===== src/hw/rtl/nois_pkg.sv =====
// Shared constants, codes and types for the note-off id stamper.
package nois_pkg;

    localparam int CHAN_W          = 4;
    localparam int PITCH_W         = 7;
    localparam int VEL_W           = 7;
    localparam int TICK_W          = 32;
    localparam int NOTE_ID_W       = 16;
    localparam int KIND_W          = 2;

    localparam int STACK_DEPTH_DEF = 64;
    localparam int ID_WIDTH_DEF    = 16;
    localparam int QUEUE_DEPTH     = 2;

    localparam logic [KIND_W-1:0] KIND_OTHER = 2'd0;
    localparam logic [KIND_W-1:0] KIND_ON    = 2'd1;
    localparam logic [KIND_W-1:0] KIND_OFF   = 2'd2;

    typedef enum logic [1:0] {
        OP_OTHER,
        OP_ON,
        OP_OFF
    } op_t;

    typedef enum logic [1:0] {
        ST_IDLE,
        ST_SEARCH,
        ST_SHIFT
    } back_state_t;

endpackage


===== src/hw/rtl/nois_front.sv =====
// Front end: accepts events, classifies them and queues stack commands.
module nois_front
    import nois_pkg::*;
#(
    parameter int ID_WIDTH = ID_WIDTH_DEF
) (
    input  logic                             clk,
    input  logic                             rst_n,
    input  logic                             in_valid,
    output logic                             in_stall,
    input  logic                             first,
    input  logic [KIND_W-1:0]                event_kind,
    input  logic [CHAN_W-1:0]                channel,
    input  logic [PITCH_W-1:0]               pitch,
    input  logic [VEL_W-1:0]                 velocity,
    input  logic [TICK_W-1:0]                tick,
    input  logic [NOTE_ID_W-1:0]             note_id,
    output logic                             q_valid,
    input  logic                             q_pop,
    output op_t                              q_op,
    output logic                             q_first,
    output logic [CHAN_W-1:0]                q_channel,
    output logic [PITCH_W-1:0]               q_pitch,
    output logic [TICK_W-1:0]                q_tick,
    output logic [((ID_WIDTH < NOTE_ID_W) ? ID_WIDTH : NOTE_ID_W)-1:0] q_id
);

    localparam int KW  = (ID_WIDTH < NOTE_ID_W) ? ID_WIDTH : NOTE_ID_W;
    localparam int PW  = (QUEUE_DEPTH > 1) ? $clog2(QUEUE_DEPTH) : 1;
    localparam int NW  = $clog2(QUEUE_DEPTH + 1);

    op_t               op_in;
    logic              push;
    logic              pop;

    op_t               q_op_reg    [QUEUE_DEPTH];
    logic              q_first_reg [QUEUE_DEPTH];
    logic [CHAN_W-1:0] q_chan_reg  [QUEUE_DEPTH];
    logic [PITCH_W-1:0] q_pitch_reg [QUEUE_DEPTH];
    logic [TICK_W-1:0] q_tick_reg  [QUEUE_DEPTH];
    logic [KW-1:0]     q_id_reg    [QUEUE_DEPTH];

    logic [PW-1:0]     wr_ptr_reg;
    logic [PW-1:0]     wr_ptr_next;
    logic [PW-1:0]     rd_ptr_reg;
    logic [PW-1:0]     rd_ptr_next;
    logic [NW-1:0]     fill_reg;
    logic [NW-1:0]     fill_next;

    always_comb
    begin
        unique case (event_kind)
            KIND_ON:
            begin
                op_in = (velocity != '0) ? OP_ON : OP_OFF;
            end
            KIND_OFF:
            begin
                op_in = OP_OFF;
            end
            default:
            begin
                op_in = OP_OTHER;
            end
        endcase
    end

    assign in_stall = (fill_reg == NW'(QUEUE_DEPTH));
    assign push     = in_valid && !in_stall;
    assign q_valid  = (fill_reg != '0);
    assign pop      = q_pop && q_valid;

    always_comb
    begin
        wr_ptr_next = wr_ptr_reg;
        rd_ptr_next = rd_ptr_reg;
        fill_next   = fill_reg;
        if (push)
        begin
            wr_ptr_next = (wr_ptr_reg == PW'(QUEUE_DEPTH - 1)) ? '0 : wr_ptr_reg + PW'(1);
        end
        if (pop)
        begin
            rd_ptr_next = (rd_ptr_reg == PW'(QUEUE_DEPTH - 1)) ? '0 : rd_ptr_reg + PW'(1);
        end
        if (push && !pop)
        begin
            fill_next = fill_reg + NW'(1);
        end
        else if (pop && !push)
        begin
            fill_next = fill_reg - NW'(1);
        end
    end

    always_ff @(posedge clk or negedge rst_n)
    begin
        if (!rst_n)
        begin
            wr_ptr_reg <= '0;
            rd_ptr_reg <= '0;
            fill_reg   <= '0;
        end
        else
        begin
            wr_ptr_reg <= wr_ptr_next;
            rd_ptr_reg <= rd_ptr_next;
            fill_reg   <= fill_next;
        end
    end

    always_ff @(posedge clk)
    begin
        if (push)
        begin
            q_op_reg[wr_ptr_reg]    <= op_in;
            q_first_reg[wr_ptr_reg] <= first;
            q_chan_reg[wr_ptr_reg]  <= channel;
            q_pitch_reg[wr_ptr_reg] <= pitch;
            q_tick_reg[wr_ptr_reg]  <= tick;
            q_id_reg[wr_ptr_reg]    <= note_id[KW-1:0];
        end
    end

    assign q_op      = q_op_reg[rd_ptr_reg];
    assign q_first   = q_first_reg[rd_ptr_reg];
    assign q_channel = q_chan_reg[rd_ptr_reg];
    assign q_pitch   = q_pitch_reg[rd_ptr_reg];
    assign q_tick    = q_tick_reg[rd_ptr_reg];
    assign q_id      = q_id_reg[rd_ptr_reg];

endmodule


===== config.mk =====
export PLATFORM = sky130hd
export DESIGN_NAME = nois_front
export DESIGN_NICKNAME = d
export VERILOG_FILES = /design/src/hw/rtl/nois_pkg.sv /design/src/hw/rtl/nois_front.sv
export SDC_FILE = /design/constraint.sdc
export NUM_CORES = 1
export LEC_CHECK = 0
export BUFFER_PORTS_ARGS = -buffer_cell sky130_fd_sc_hd__buf_2
export CAP_MARGIN = 20
export CORE_AREA = 5 5 105 107
export CTS_CLUSTER_DIAMETER = 50
export DETAILED_ROUTE_END_ITERATION = 7
export DIE_AREA = 0 0 110 112
export PLACE_DENSITY = 0.78
export SLEW_MARGIN = 10
export SYNTH_ARGS = -nofsm -noshare
export SYNTH_HDL_FRONTEND = slang
export SYNTH_SLANG_ARGS = --single-unit

===== constraint.sdc =====
create_clock -name clk -period 4.1 [get_ports clk]
set_input_delay 0.205 -clock clk [delete_from_list [all_inputs] [get_ports clk]]
set_output_delay 0.205 -clock clk [all_outputs]
set_load 0.005 [all_outputs]

; After elaboration in Yosys (flattened, before gate mapping)
; Memory sizes are Yosys's and may differ from the RTL's.
; Cells that the tools add are included.
[word_totals]
word_cells = 34
memories = 6
ramBits = 124
in_bits = 73
output_inout_bits = 64
ff_bits = 4
[classes]
eq_ne = 3
n_reduce_logical = 10
add_sub_neg = 4
n_mux = 8
[mem_list]
columns = name, depth, word_bits, read_ports, rd_ports_with_merged_regs, write_ports, line
row1 = q_tick_reg, 2, 32, 1, 0, 1, nois_front.sv:40  ; logic [TICK_W-1:0] q_tick_reg [QUEUE_DEPTH];
row2 = q_id_reg, 2, 16, 1, 0, 1, nois_front.sv:41  ; logic [KW-1:0] q_id_reg [QUEUE_DEPTH];
row3 = q_pitch_reg, 2, 7, 1, 0, 1, nois_front.sv:39  ; logic [PITCH_W-1:0] q_pitch_reg [QUEUE_DEPTH];
row4 = q_chan_reg, 2, 4, 1, 0, 1, nois_front.sv:38  ; logic [CHAN_W-1:0] q_chan_reg [QUEUE_DEPTH];
row5 = q_op_reg, 2, 2, 1, 0, 1, nois_front.sv:36  ; op_t q_op_reg [QUEUE_DEPTH];
row6 = q_first_reg, 2, 1, 1, 0, 1, nois_front.sv:37  ; logic q_first_reg [QUEUE_DEPTH];
[ops]
columns = op, count
row1 = $reduce_bool 7->1, 1
row2 = $mux 2, 3
row3 = $eq 2x2->1 const B, 2
row4 = $logic_and 1x1->1, 4
row5 = $mux 1, 4
row6 = $pmux 2 s2, 1
row7 = $reduce_bool 2->1, 2
row8 = $logic_not 1->1, 3
row9 = $add 1x1->1 const B, 2
row10 = $add 2x1->2 const B, 1
row11 = $eq 2x1->1 const B, 1
row12 = $sub 2x1->2 const B, 1

; Longest topological paths before layout
[depth]
word_depth = 7
mapped_depth = 7
ltp_nobuf = 7

; Worst setup path before layout
; OpenSTA, ideal clock, no wires.
[synth_path]
kind = register to register
startpoint = reg fill_reg[0]
endpoint = mem q_chan_reg[0][0], enable pin
setup_slack_ps = 401
setup_time_ps = 482
period_less_slack_ps = 3699
path_stages_with_launch = 4
n_path_buf = 0
t_arrival_ps = 3216
t_required_ps = 3618
path_cell_list = dfrtp_1 nand2b_1 nand2_1 nor2_1
[synth_via]
elab_chain_cells = 5
[synth_rtl]
columns = item, line
row1 = start: declaration, nois_front.sv:47  ; logic [NW-1:0] fill_reg;
row2 = start signal: assignment, nois_front.sv:108  ; fill_reg <= fill_next;
row3 = $eq 2x2->1, nois_front.sv:68  ; assign in_stall = (fill_reg == NW'(QUEUE_DEPTH));
row4 = $logic_not 1->1, nois_front.sv:69  ; assign push = in_valid && !in_stall;
row5 = $logic_and 1x1->1, nois_front.sv:69
row6 = $mux 1, nois_front.sv:114  ; if (push)
row7 = $mux 1 (implied by the code), nois_front.sv:118  ; q_chan_reg[wr_ptr_reg] <= channel;
row8 = end: declaration, nois_front.sv:38
; No other way between the ends.

; Worst setup path after layout
[layout_path]
startpoint = reg rd_ptr_reg
endpoint = out q_tick[16]
[layout_via]
elab_chain_cells = 1
[layout_rtl]
columns = item, line
row1 = start: declaration, nois_front.sv:45  ; logic [PW-1:0] rd_ptr_reg;
row2 = start signal: assignment, nois_front.sv:107  ; rd_ptr_reg <= rd_ptr_next;
row3 = $mem_v2 2x32, n/a
row4 = end: declaration, nois_front.sv:24  ; output logic [TICK_W-1:0] q_tick,
; No other way between the ends.

==> results.sh <==
export IMPL_worst_setup_hold_path_clk_slew_ns=0.06
export IMPL_cts_max_path_buffers=2
export IMPL_crit_family="flip-flops"
export IMPL_antenna_found_initial=0
export IMPL_synth_flop_cell="sky130_fd_sc_hd__edfxtp_1"
export IMPL_leakage_nw=2.900
export IMPL_critical_path_cell_chain="buf_4 > mux2_4 > buf_2"
export IMPL_grt_setup_unrepaired="false"
export IMPL_worst_setup_start_kind="flop"
export IMPL_placeableCoreArea_mm2=0.01005
export IMPL_worst_r2r_startpoint="fill_reg[0]"
export IMPL_power_density_mw_per_mm2=680.4
export IMPL_power_total_mw=4.806
export IMPL_via_count=2774
export IMPL_synthDominantAreaCellType="sky130_fd_sc_hd__edfxtp_1"
export IMPL_timing_hold_worst_path_depth=3
export IMPL_grt_overflow_total=0
export IMPL_postSynth_asyncResetShare_pct=3.125
export IMPL_mappedNetlistNets=299
export IMPL_detail_route_antenna_nets=0
export IMPL_finish_net_count=515
export IMPL_relSlewSlack_pct=38.76
export IMPL_worst_pin_slew_ns=0.9187
export IMPL_final_max_slew_viol_count=0
export IMPL_synth_area_mm2=0.005047
export IMPL_detail_route_iter0_violations=84
export IMPL_cp_arrival_ns=2.48
export IMPL_site_row_count=37
export IMPL_yosysSeqAreaShare_pct=75.76
export IMPL_hold_start="in_valid"
export IMPL_placedInstanceArea_mm2=0.005809
export IMPL_postLayoutCellArea_mm2=0.007063
export IMPL_syn_to_final_growth_pct=39.94
export IMPL_max_freq_ghz=0.3721
export IMPL_worstHoldEndpoint="wr_ptr_reg"
export IMPL_endpoint_kind="primary output"
export IMPL_rrSetupSlack_ns=1.83
export IMPL_fillCellCount=647
export IMPL_clock_sinks=128
export IMPL_wl_per_instance_um=16.82
export IMPL_cp_slowest_stage_delay_ns=0.96
export IMPL_commonest_cells_in_the_netlist="sky130_fd_sc_hd__edfxtp_1 (124), sky130_fd_sc_hd__mux2_4 (59), sky130_fd_sc_hd__buf_12 (6), sky130_fd_sc_hd__inv_1 (5), sky130_fd_sc_hd__dfrtp_1 (4)"
export IMPL_worst_r2r_path_depth=4
export IMPL_die_w_um=110
export IMPL_timing_critical_path_buf_inv=2
export IMPL_clock_insertion_delay_worst_skew_ns=0.51
export IMPL_place_gp_congestion=0.7258
export IMPL_grt_total_usage_pct=16.90
export IMPL_initial_utilization_pct=50.24
export IMPL_worst_setup_path_type="reg -> out"
export IMPL_die_height_um=112
export IMPL_setup_viol=0
export IMPL_synth_edf_count=124
export IMPL_largest_reg_flops=64
export IMPL_placement_io_buffers=136
export IMPL_number_of_maximum_capacitance_constraint_violations=0
export IMPL_holdCritPathClass="in -> reg"
export IMPL_yosys_cell_types_count=19
export IMPL_number_of_warnings_printed_during_yosys_synthesis=0
export IMPL_vias_in_the_first_global_route=3121
export IMPL_synth_ff_latch_count=128
export IMPL_path_max_fanout=43
export IMPL_timing_clock_skew_ns=0.009217
export IMPL_tritoncts="yes"
export IMPL_floorplan_die_area_mm2=0.01232
export IMPL_grt_first_pass_wirelength_mm=15.38
export IMPL_num_antenna_cells=0
export IMPL_mean_area_per_synthesized_cell_um2=22.63
export IMPL_route_final_wire_length_mm=9.888
export IMPL_synth_most_common_cell="sky130_fd_sc_hd__edfxtp_1"
export IMPL_firstDrtPassIters=4
export IMPL_detail_route_vias_per_cell=4.718
export IMPL_dp_hpwl_mm=5.742
export IMPL_final_hold_viol_count=0
export IMPL_post_cts_repair_setup_buffers=0
export IMPL_crit_required_ns=3.89
export IMPL_root_cell_of_the_clock_tree="sky130_fd_sc_hd__clkbuf_8"
export IMPL_grt_start_max_net_pins=44
export IMPL_final_period_minus_worst_setup_slack_ns=2.688
export IMPL_drive_above_1_share_pct=51.99
export IMPL_yosys_area_top_type_share_pct=73.77
export IMPL_fin_tns_setup_ns=0
export IMPL_outcome="complete, no violations"
export IMPL_final_period_utilization_pct=65.55
export IMPL_num_io_pins=137
export IMPL_number_of_instances_in_the_synthesized_netlist=223
export IMPL_timing_critical_path_slowest_stage_cell="sky130_fd_sc_hd__dfrtp_4"
export IMPL_drc_errors=0
export IMPL_htree_num_levels=4
export IMPL_worstReg2RegEnd="q_tick_reg[0][10]"
export IMPL_ir_worst_vdd_mv=0.5229
export IMPL_synth_area_leaders="sky130_fd_sc_hd__edfxtp_1 (74%), sky130_fd_sc_hd__mux2_4 (18%), sky130_fd_sc_hd__buf_12 (2.4%)"
export IMPL_cts_buffers_inserted=17
## how the worst max path moves through the flow
| stage | start | endpoint | slack (ns) | cells past startpoint |
|---|---|---|---|---|
| after floorplan | fill_reg[0] | q_chan_reg[0][0] | 0.40 | 3 |
| after detailed placement | fill_reg[0] | q_tick_reg[0][26] | 1.84 | 4 |
| after CTS | rd_ptr_reg | q_tick[1] | 1.39 | 3 |
| final | rd_ptr_reg | q_tick[16] | 1.41 | 3 |
| after global placement | fill_reg[0] | q_op_reg[0][1] | 1.93 | 4 |
| after global routing | rd_ptr_reg | q_tick[16] | 1.29 | 3 |
## metrics by stage
| step | utilization [%] | hold slack (ns) | cells | setup slack, ns |
|---|---|---|---|---|
| 2_1_floorplan | - | -0.09059 | 223 | 0.4015 |
| 3_3_place_gp | 57.83 | 0.01376 | 492 | 1.931 |
| 3_5_place_dp | 57.83 | 0.02029 | 492 | 1.843 |
| 4_1_cts | 70.31 | 0.05711 | 588 | 1.394 |
| 5_1_grt | 70.31 | 0.06473 | 588 | 1.291 |
| 6_report | 70.31 | 0.08862 | 588 | 1.412 |
## cell type report
class | count | area (um^2) | share of cell area (%)
tap | 136 | 170.2 | 2.409
clock inverter | 10 | 160.2 | 2.268
multi-input combinational | 83 | 1082 | 15.32
inverter | 5 | 18.77 | 0.2657
clock buffer | 22 | 452.9 | 6.413
sequential | 128 | 3827 | 54.19
timing repair buffer | 204 | 1351 | 19.13
## routing by layer
layer / global-route usage, % / vias to the layer above / routed length, um
li1: - / 1306 / -
met2: 29.37 / 101 / 5181
met1: 19.02 / 1358 / 4021
met4: 6.816 / 0 / 93
met5: 0 / - / 0
met3: 5.275 / 9 / 591
## power breakdown
part	switching, mW	internal [mW]	total [mW]
logic	0.517	0.757	1.27
clock network	0.517	1.02	1.53
registers	0.201	1.80	2.00
total	1.24	3.57	4.81
## placed cells by master (no fill, tap or decap), types with 2 or more instances in the layout
cell type	Yosys	routed
sky130_fd_sc_hd__buf_2	0	136
sky130_fd_sc_hd__mux2_4	59	59
sky130_fd_sc_hd__ha_1	3	3
sky130_fd_sc_hd__clkbuf_16	0	16
sky130_fd_sc_hd__a21oi_1	2	2
sky130_fd_sc_hd__bufinv_16	0	4
sky130_fd_sc_hd__clkbuf_1	0	3
sky130_fd_sc_hd__nand2b_1	2	2
sky130_fd_sc_hd__inv_1	5	5
sky130_fd_sc_hd__clkinv_2	0	2
sky130_fd_sc_hd__edfxtp_1	124	124
sky130_fd_sc_hd__nand2_1	2	2
sky130_fd_sc_hd__clkinvlp_4	0	4
sky130_fd_sc_hd__xnor2_1	3	3
sky130_fd_sc_hd__xor2_1	2	2
sky130_fd_sc_hd__mux2_2	3	3
sky130_fd_sc_hd__buf_4	0	4
sky130_fd_sc_hd__dfrtp_1	4	3
sky130_fd_sc_hd__clkbuf_8	0	3
sky130_fd_sc_hd__dlygate4sd3_1	0	64
## cells by family (layout without fill, tap and decap cells)
kind of cell,Yosys count,count (layout),share of synthesized area [%]
DFF,128,128,75.76
buffers and inverters,12,241,2.975
xor gates and xnor gates,5,5,0.8678
adders and majority gates,3,3,0.7438
AOI/OAI and AO/OA,2,2,0.1983
muxes,62,62,18.22
and+or+nand+nor,11,11,1.239
## worst min-delay path, delay by kind of cell
kind                      cells  cell delay (ns)
and+or+nand+nor               1             0.15
xor gates and xnor gates      1             0.09
buffers and inverters         1             0.11
## timing repair
item | 4_1_cts | 5_1_grt
hold buffers | 64 | 0
resized for setup | 0 | 0
endpoints found under the hold margin | 125 | 0
Power figures use the tool's default switching activity.
